$ cat config.mk
export PLATFORM = sky130hd
export DESIGN_NAME = rms_isqrt
export DESIGN_NICKNAME = d
export VERILOG_FILES = /design/src/rtl/rms_pkg.sv /design/src/rtl/rms_isqrt.sv
export SDC_FILE = /design/constraint.sdc
export NUM_CORES = 1
export LEC_CHECK = 0
export BUFFER_PORTS_ARGS = -buffer_cell sky130_fd_sc_hd__buf_2
export CORE_UTILIZATION = 45
export CTS_BUF_LIST = sky130_fd_sc_hd__clkbuf_8
export CTS_CLUSTER_DIAMETER = 120
export DETAILED_ROUTE_END_ITERATION = 7
export PLACE_DENSITY = 0.68
export SYNTH_ARGS = -nofsm -noshare
export SYNTH_HDL_FRONTEND = slang
export SYNTH_SLANG_ARGS = --single-unit
export TNS_END_PERCENT = 100
$ cat constraint.sdc
create_clock -name clk -period 11.9 [get_ports clk]
set_clock_uncertainty 0.1 [all_clocks]
set_input_delay 2.38 -clock clk [delete_from_list [all_inputs] [get_ports clk]]
set_output_delay 2.38 -clock clk [all_outputs]
set_load 0.02 [all_outputs]
$ cat src/rtl/rms_pkg.sv
`timescale 1ns / 1ps
// ----------------------------------------------------------------------------
// rms_pkg
// Shared types, codes and constants of the range multilateration solver.
// ----------------------------------------------------------------------------
package rms_pkg;

	localparam int DATA_W    = 32;
	localparam int SLOT_W    = 3;
	localparam int GAIN_W    = 17;
	localparam int THR_W     = 16;
	localparam int ITER_W    = 16;
	localparam int CFG_IDX_W = 2;
	localparam int RAD_W     = 64;
	localparam int ROOT_W    = 32;

	localparam logic [GAIN_W-1:0] GAIN_RESET = 17'd6554;
	localparam logic [THR_W-1:0]  THR_RESET  = 16'd1;
	localparam logic [ITER_W-1:0] ITER_RESET = 16'd4096;

	localparam logic [CFG_IDX_W-1:0] CFG_STEP_GAIN      = 2'd0;
	localparam logic [CFG_IDX_W-1:0] CFG_STOP_THRESHOLD = 2'd1;
	localparam logic [CFG_IDX_W-1:0] CFG_MAX_ITERATIONS = 2'd2;

	localparam logic [1:0] FN_LOCATION = 2'd0;
	localparam logic [1:0] FN_BIAS     = 2'd1;
	localparam logic [1:0] FN_RANGE    = 2'd2;
	localparam logic [1:0] FN_POSITION = 2'd3;

	typedef enum logic [3:0] {
		S_IDLE,
		S_EV_NEXT,
		S_DIFF,
		S_SQX,
		S_SQY,
		S_SQA,
		S_SQRT,
		S_RES,
		S_DIVX,
		S_DIVY,
		S_ACC,
		S_STX,
		S_STXW,
		S_STY,
		S_STYW,
		S_DONE
	} state_t;

endpackage

$ cat src/rtl/rms_isqrt.sv
`timescale 1ns / 1ps
// ----------------------------------------------------------------------------
// rms_isqrt
// Bit-serial integer square root, two radicand bits per cycle.
// ----------------------------------------------------------------------------
module rms_isqrt (
	input  logic                           clk,
	input  logic                           arst_n,
	input  logic                           start,
	input  logic [rms_pkg::RAD_W-1:0]      radicand,
	output logic                           done,
	output logic [rms_pkg::ROOT_W-1:0]     root
);

	logic [rms_pkg::RAD_W-1:0] n_q, res_q, bit_q, trial;
	logic [4:0]                cnt_q;
	logic                      busy_q, done_q, ge;

	assign trial = res_q + bit_q;
	assign ge    = n_q >= trial;

	always_ff @(posedge clk or negedge arst_n) begin
		if (!arst_n) begin
			busy_q <= 1'b0;
			done_q <= 1'b0;
			cnt_q  <= '0;
		end else begin
			done_q <= busy_q && (cnt_q == 5'd31);
			if (start) begin
				busy_q <= 1'b1;
				cnt_q  <= '0;
			end else if (busy_q) begin
				cnt_q <= cnt_q + 5'd1;
				if (cnt_q == 5'd31)
					busy_q <= 1'b0;
			end
		end
	end

	always_ff @(posedge clk) begin
		if (start) begin
			n_q   <= radicand;
			res_q <= '0;
			bit_q <= rms_pkg::RAD_W'(64'd1 << 62);
		end else if (busy_q) begin
			if (ge) begin
				n_q   <= n_q - trial;
				res_q <= (res_q >> 1) + bit_q;
			end else begin
				res_q <= res_q >> 1;
			end
			bit_q <= bit_q >> 2;
		end
	end

	assign done = done_q;
	assign root = res_q[rms_pkg::ROOT_W-1:0];

endmodule

==> results.txt <==
----------------------------------------------------
[Status]
  Outcome ... complete, no violations

[Worst setup path]
  Crit path max fanout ... 64
  Worst Path Arrival ... between 7000 and 8000 ps
  R2R setup slack ... between 4000 and 5000 ps
  Required arrival time at the worst endpoint ... 11950 ps
  Element type at the critical path end ... register
  Worst R2R End ... n_q[4]$_DFFE_PP_
  Launching point of the worst reg2reg path ... res_q[2]$_SDFFE_PP0P_
  Type of origin of the critical path ... register
  Type of the worst setup path ... register to register
  R2R depth ... 21

[Cells and area]
  Nets ... between 2000 and 2500
  Antenna diode instance count ... 0
  Fraction of layout instances using a drive strength above 1 ... under 10%
  Most common library cell in the layout ignoring fill and taps ... sky130_fd_sc_hd__nand2_1
  Commonest non-fill, non-tap cells in the layout ... 253 x sky130_fd_sc_hd__nand2_1, 201 x sky130_fd_sc_hd__nor2_1, 165 x sky130_fd_sc_hd__o21ai_0
  Synthesis-to-finish area growth ... 5.06%
  Finished layout cell area ... between 0.015 and 0.02 mm^2

[Routing]
  Final routed wire length divided by cell count ... 18.0 um
  Count of TritonRoute iterations in the first routing pass ... 7
  Number of vias per cell after detailed routing ... approximately 6.0
  Remaining design rule violation count ... 0
  Remaining number of nets flagged by the antenna check after routing ... 0
  DRC violation total after the first TritonRoute iteration ... around 1200
  Detailed-route wire length ... 43.7 mm
  Via Count ... about 15000

[Synthesis]
  Distinct cell type count of the synthesized netlist ... roughly 80
  Count of yosys warnings during synthesis ... 0
  Post-synthesis async set-or-reset flop share ... under 10%
  Synthesized flop and latch total ... approximately 170
  Synthesized-area fraction occupied by ao, oa, aoi and oai cells ... 25.8%
  Fraction of the mapped netlist area in simple logic gates ... between 10% and 20%
  Cell Area, Synth ... around 0.016 mm^2
  Per-instance average area after synthesis ... around 8 um^2
  Post-Syn Nets ... between 2000 and 2500
  Largest family of logic cells by synthesized area ... compound AO/OA/AOI/OAI gates
  Sequential area share after synthesis ... between 20% and 30%
  Post-synthesis cell count ... 1999
  Top_reg_cell synth ... sky130_fd_sc_hd__dfxtp_1
  Arithmetic-cell share of the synthesized area counting full adders, half adders and majority gates ... between 10% and 20%
  Synthesized-area fraction occupied by xor and xnor cells ... a little under a tenth
  Multiplexer area fraction after synthesis ... roughly 3%
  Post-synth EDFFs ... between 60 and 70

[CTS]
  Clock latency reported for the late side of the worst-skew pair ... around 520 ps
  Number of sinks on the clock net ... between 150 and 200
  TritonCTS clock tree ... built
  Post-CTS setup buffer count ... 0
  Level count of the clock H-tree ... 4
  CTS Hold Bufs ... 0
  CTS clock-pin slew for the worst setup and hold paths ... about 100 ps
  Buffer cell driving the clock tree root ... sky130_fd_sc_hd__clkbuf_8
  Clock buffers created by TritonCTS ... 17
  Maximum count of clock buffers along a single path ... 2
  Count of instances resized after the clock tree is built ... 0

[Min path]
  Start point of the worst hold path ... res_q[0]$_SDFFE_PP0P_
  Hold Path Cell Cnt ... 2
  HP Class ... register to register
  Hold EP ... res_q[0]$_SDFFE_PP0P_

[Power]
  Worst IR drop on VDD ... 0.0940 mV
  Cell area power density ... approximately 230 mW/mm^2
  Reported leakage power ... around 6.6 nW

[Timing]
  Max Slew Vio Count ... 0
  Final-report setup violation count ... 0
  Setup repair after global routing missed its margin ... false
  Actual transition at the worst max-transition pin ... approximately 1000 ps
  Relative slew slack ... a little over 30%
  Final count of hold timing violations ... 0
  Achievable frequency ... 134 MHz
  Sum Neg Setup Slack ... 0 ps
  Final critical path time including I/O delays and setup ... ~7500 ps
  Period Utilization, post-route ... between 60% and 70%

[Placement]
  Detailed Place HPWL ... 32.9 mm
  Final estimated routing congestion in global placement ... 0.918
  Number of buffers added on ports ... between 90 and 100
  Placed inst area ... roughly 0.016 mm^2

[Global route]
  Global-route wire length before repair ... around 72 mm
  Antenna violations before repair ... 0
  Via count of the first global-routing pass ... between 10000 and 15000
  Overall track demand over capacity in global routing ... between 20% and 30%
  Maximum number of pins on one net before global-route repair ... 123
  Total congestion overflow after global routing ... 0

[Flow run]
  Total of max-cap violations ... 0

[Floorplanning]
  Area of the die ... approximately 0.035 mm^2
  Area of the core region ... between 0.03 and 0.04 mm^2
  Io pins ... 100
  Number of cell rows ... 67
  Effective utilization at floorplan ... 46.1%
  Die outline width ... between 150 and 200 um
  Die Span Y ... between 150 and 200 um

----------------------------------------------------
==> logic make-up after synthesis <==
family,Yosys count
buf+inv,196
fa+ha+maj,133
simple gates,674
mux,45
xor+xnor,166
compound gates,618
flops,167
==> registers in the layout, summed over array words and instances (netlist names) <==
signal,cells
cnt_q,5
bit_q,32
n_q,64
res_q,64
busy_q,1
done,1
==> cells in the mapped netlist, types with 5 or more instances <==
master	n	area, um^2
sky130_fd_sc_hd__nand2_1	253	950
sky130_fd_sc_hd__nor2_1	202	758
sky130_fd_sc_hd__o21ai_0	166	831
sky130_fd_sc_hd__ha_1	132	1650
sky130_fd_sc_hd__a21oi_1	113	566
sky130_fd_sc_hd__clkbuf_1	98	368
sky130_fd_sc_hd__dfxtp_1	96	1920
sky130_fd_sc_hd__xnor2_1	88	771
sky130_fd_sc_hd__xor2_1	78	683
sky130_fd_sc_hd__a31oi_1	71	444
sky130_fd_sc_hd__edfxtp_1	64	1920
sky130_fd_sc_hd__nand4_1	52	325
sky130_fd_sc_hd__inv_1	41	154
sky130_fd_sc_hd__mux2i_1	41	410
sky130_fd_sc_hd__a21o_1	39	293
sky130_fd_sc_hd__nand3_1	38	190
sky130_fd_sc_hd__a211oi_1	35	263
sky130_fd_sc_hd__buf_4	35	263
sky130_fd_sc_hd__o21bai_1	23	173
sky130_fd_sc_hd__and3_1	20	125
sky130_fd_sc_hd__nor3_1	20	100
sky130_fd_sc_hd__nor2b_1	19	119
sky130_fd_sc_hd__a311oi_1	18	158
sky130_fd_sc_hd__o21a_1	18	135
sky130_fd_sc_hd__a31o_2	17	149
sky130_fd_sc_hd__o211ai_1	13	97.6
sky130_fd_sc_hd__o31ai_1	13	97.6
sky130_fd_sc_hd__or3_1	13	81.3
sky130_fd_sc_hd__a221oi_1	11	96.3
sky130_fd_sc_hd__buf_2	11	55.1
sky130_fd_sc_hd__and2_1	10	62.6
sky130_fd_sc_hd__a21boi_0	9	67.6
sky130_fd_sc_hd__nor4_1	9	56.3
sky130_fd_sc_hd__and4_1	8	70.1
sky130_fd_sc_hd__a22oi_1	7	52.6
sky130_fd_sc_hd__dfrtp_1	7	175
sky130_fd_sc_hd__or2_2	7	43.8
sky130_fd_sc_hd__o221ai_1	6	52.6
sky130_fd_sc_hd__a211o_1	5	43.8
sky130_fd_sc_hd__buf_1	5	18.8
sky130_fd_sc_hd__nand3b_1	5	37.5
==> stage by stage <==
step / power [W] / setup WS (ps) / hold WS, ps / std cells / utilization, %
final: 0.00378 / 4430 / 425 / 2432 / 48.4
after detailed placement: 0.00330 / 4530 / 423 / 2400 / 47.3
after global routing: 0.00408 / 3910 / 480 / 2432 / 48.4
after CTS: 0.00376 / 4470 / 436 / 2432 / 48.4
after floorplan: 0.00280 / 1740 / 378 / 1999 / -
after global placement: 0.00326 / 4600 / 400 / 2400 / 47.3
==> power by group <==
group          switching (W)  internal, W
registers           0.000148     0.000822
clock network       0.000255     0.000192
logic                0.00146     0.000901
total                0.00187      0.00191
==> metal layers <==
metal / vias up / global-route usage, % / part of all wire (%)
met3: 41 / 3.48 / 6.2
met1: 6896 / 35.9 / 49
li1: 7264 / - / -
met4: 0 / 5.94 / 1.4
met2: 485 / 38.2 / 44
met5: - / 0 / 0
==> worst max-delay path, stage by stage (launching register included) <==
cell	delay, ps
sky130_fd_sc_hd__dfxtp_1	400
sky130_fd_sc_hd__ha_1	370
sky130_fd_sc_hd__a31oi_1	170
sky130_fd_sc_hd__a211oi_1	480
sky130_fd_sc_hd__a21oi_1	270
sky130_fd_sc_hd__o21ai_0	310
sky130_fd_sc_hd__a21oi_1	220
sky130_fd_sc_hd__o31ai_1	430
sky130_fd_sc_hd__a31oi_1	220
sky130_fd_sc_hd__o21ai_1	410
sky130_fd_sc_hd__a31oi_1	160
sky130_fd_sc_hd__xor2_1	190
sky130_fd_sc_hd__ha_1	400
sky130_fd_sc_hd__and3_1	330
sky130_fd_sc_hd__nand2_2	80
sky130_fd_sc_hd__or3_1	360
sky130_fd_sc_hd__or4b_1	520
sky130_fd_sc_hd__a31oi_1	350
sky130_fd_sc_hd__nor2_4	30
sky130_fd_sc_hd__buf_4	340
sky130_fd_sc_hd__o21ai_4	200
sky130_fd_sc_hd__buf_4	620
==> how the worst max path moves through the flow <==
stage	startpoint	end	slack (ps)	depth (start not counted)
floorplan	res_q[2]$_SDFFE_PP0P_	n_q[0]$_DFFE_PP_	1740	22
finish	res_q[2]$_SDFFE_PP0P_	n_q[4]$_DFFE_PP_	4430	21
CTS	res_q[2]$_SDFFE_PP0P_	n_q[1]$_DFFE_PP_	4470	21
detailed placement	res_q[2]$_SDFFE_PP0P_	n_q[1]$_DFFE_PP_	4530	21
global placement	res_q[2]$_SDFFE_PP0P_	n_q[1]$_DFFE_PP_	4600	21
global route	res_q[2]$_SDFFE_PP0P_	n_q[1]$_DFFE_PP_	3910	21
==> layout make-up <==
cell class,count,area (um^2)
Fill cell,3391,17500
Multi-Input combinational cell,1636,10700
Sequential cell,167,4020
Timing Repair Buffer,107,562
Tap cell,448,561
Clock buffer,17,234
Clock inverter,15,165
Inverter,42,158
(Power assumes the default switching activity.)
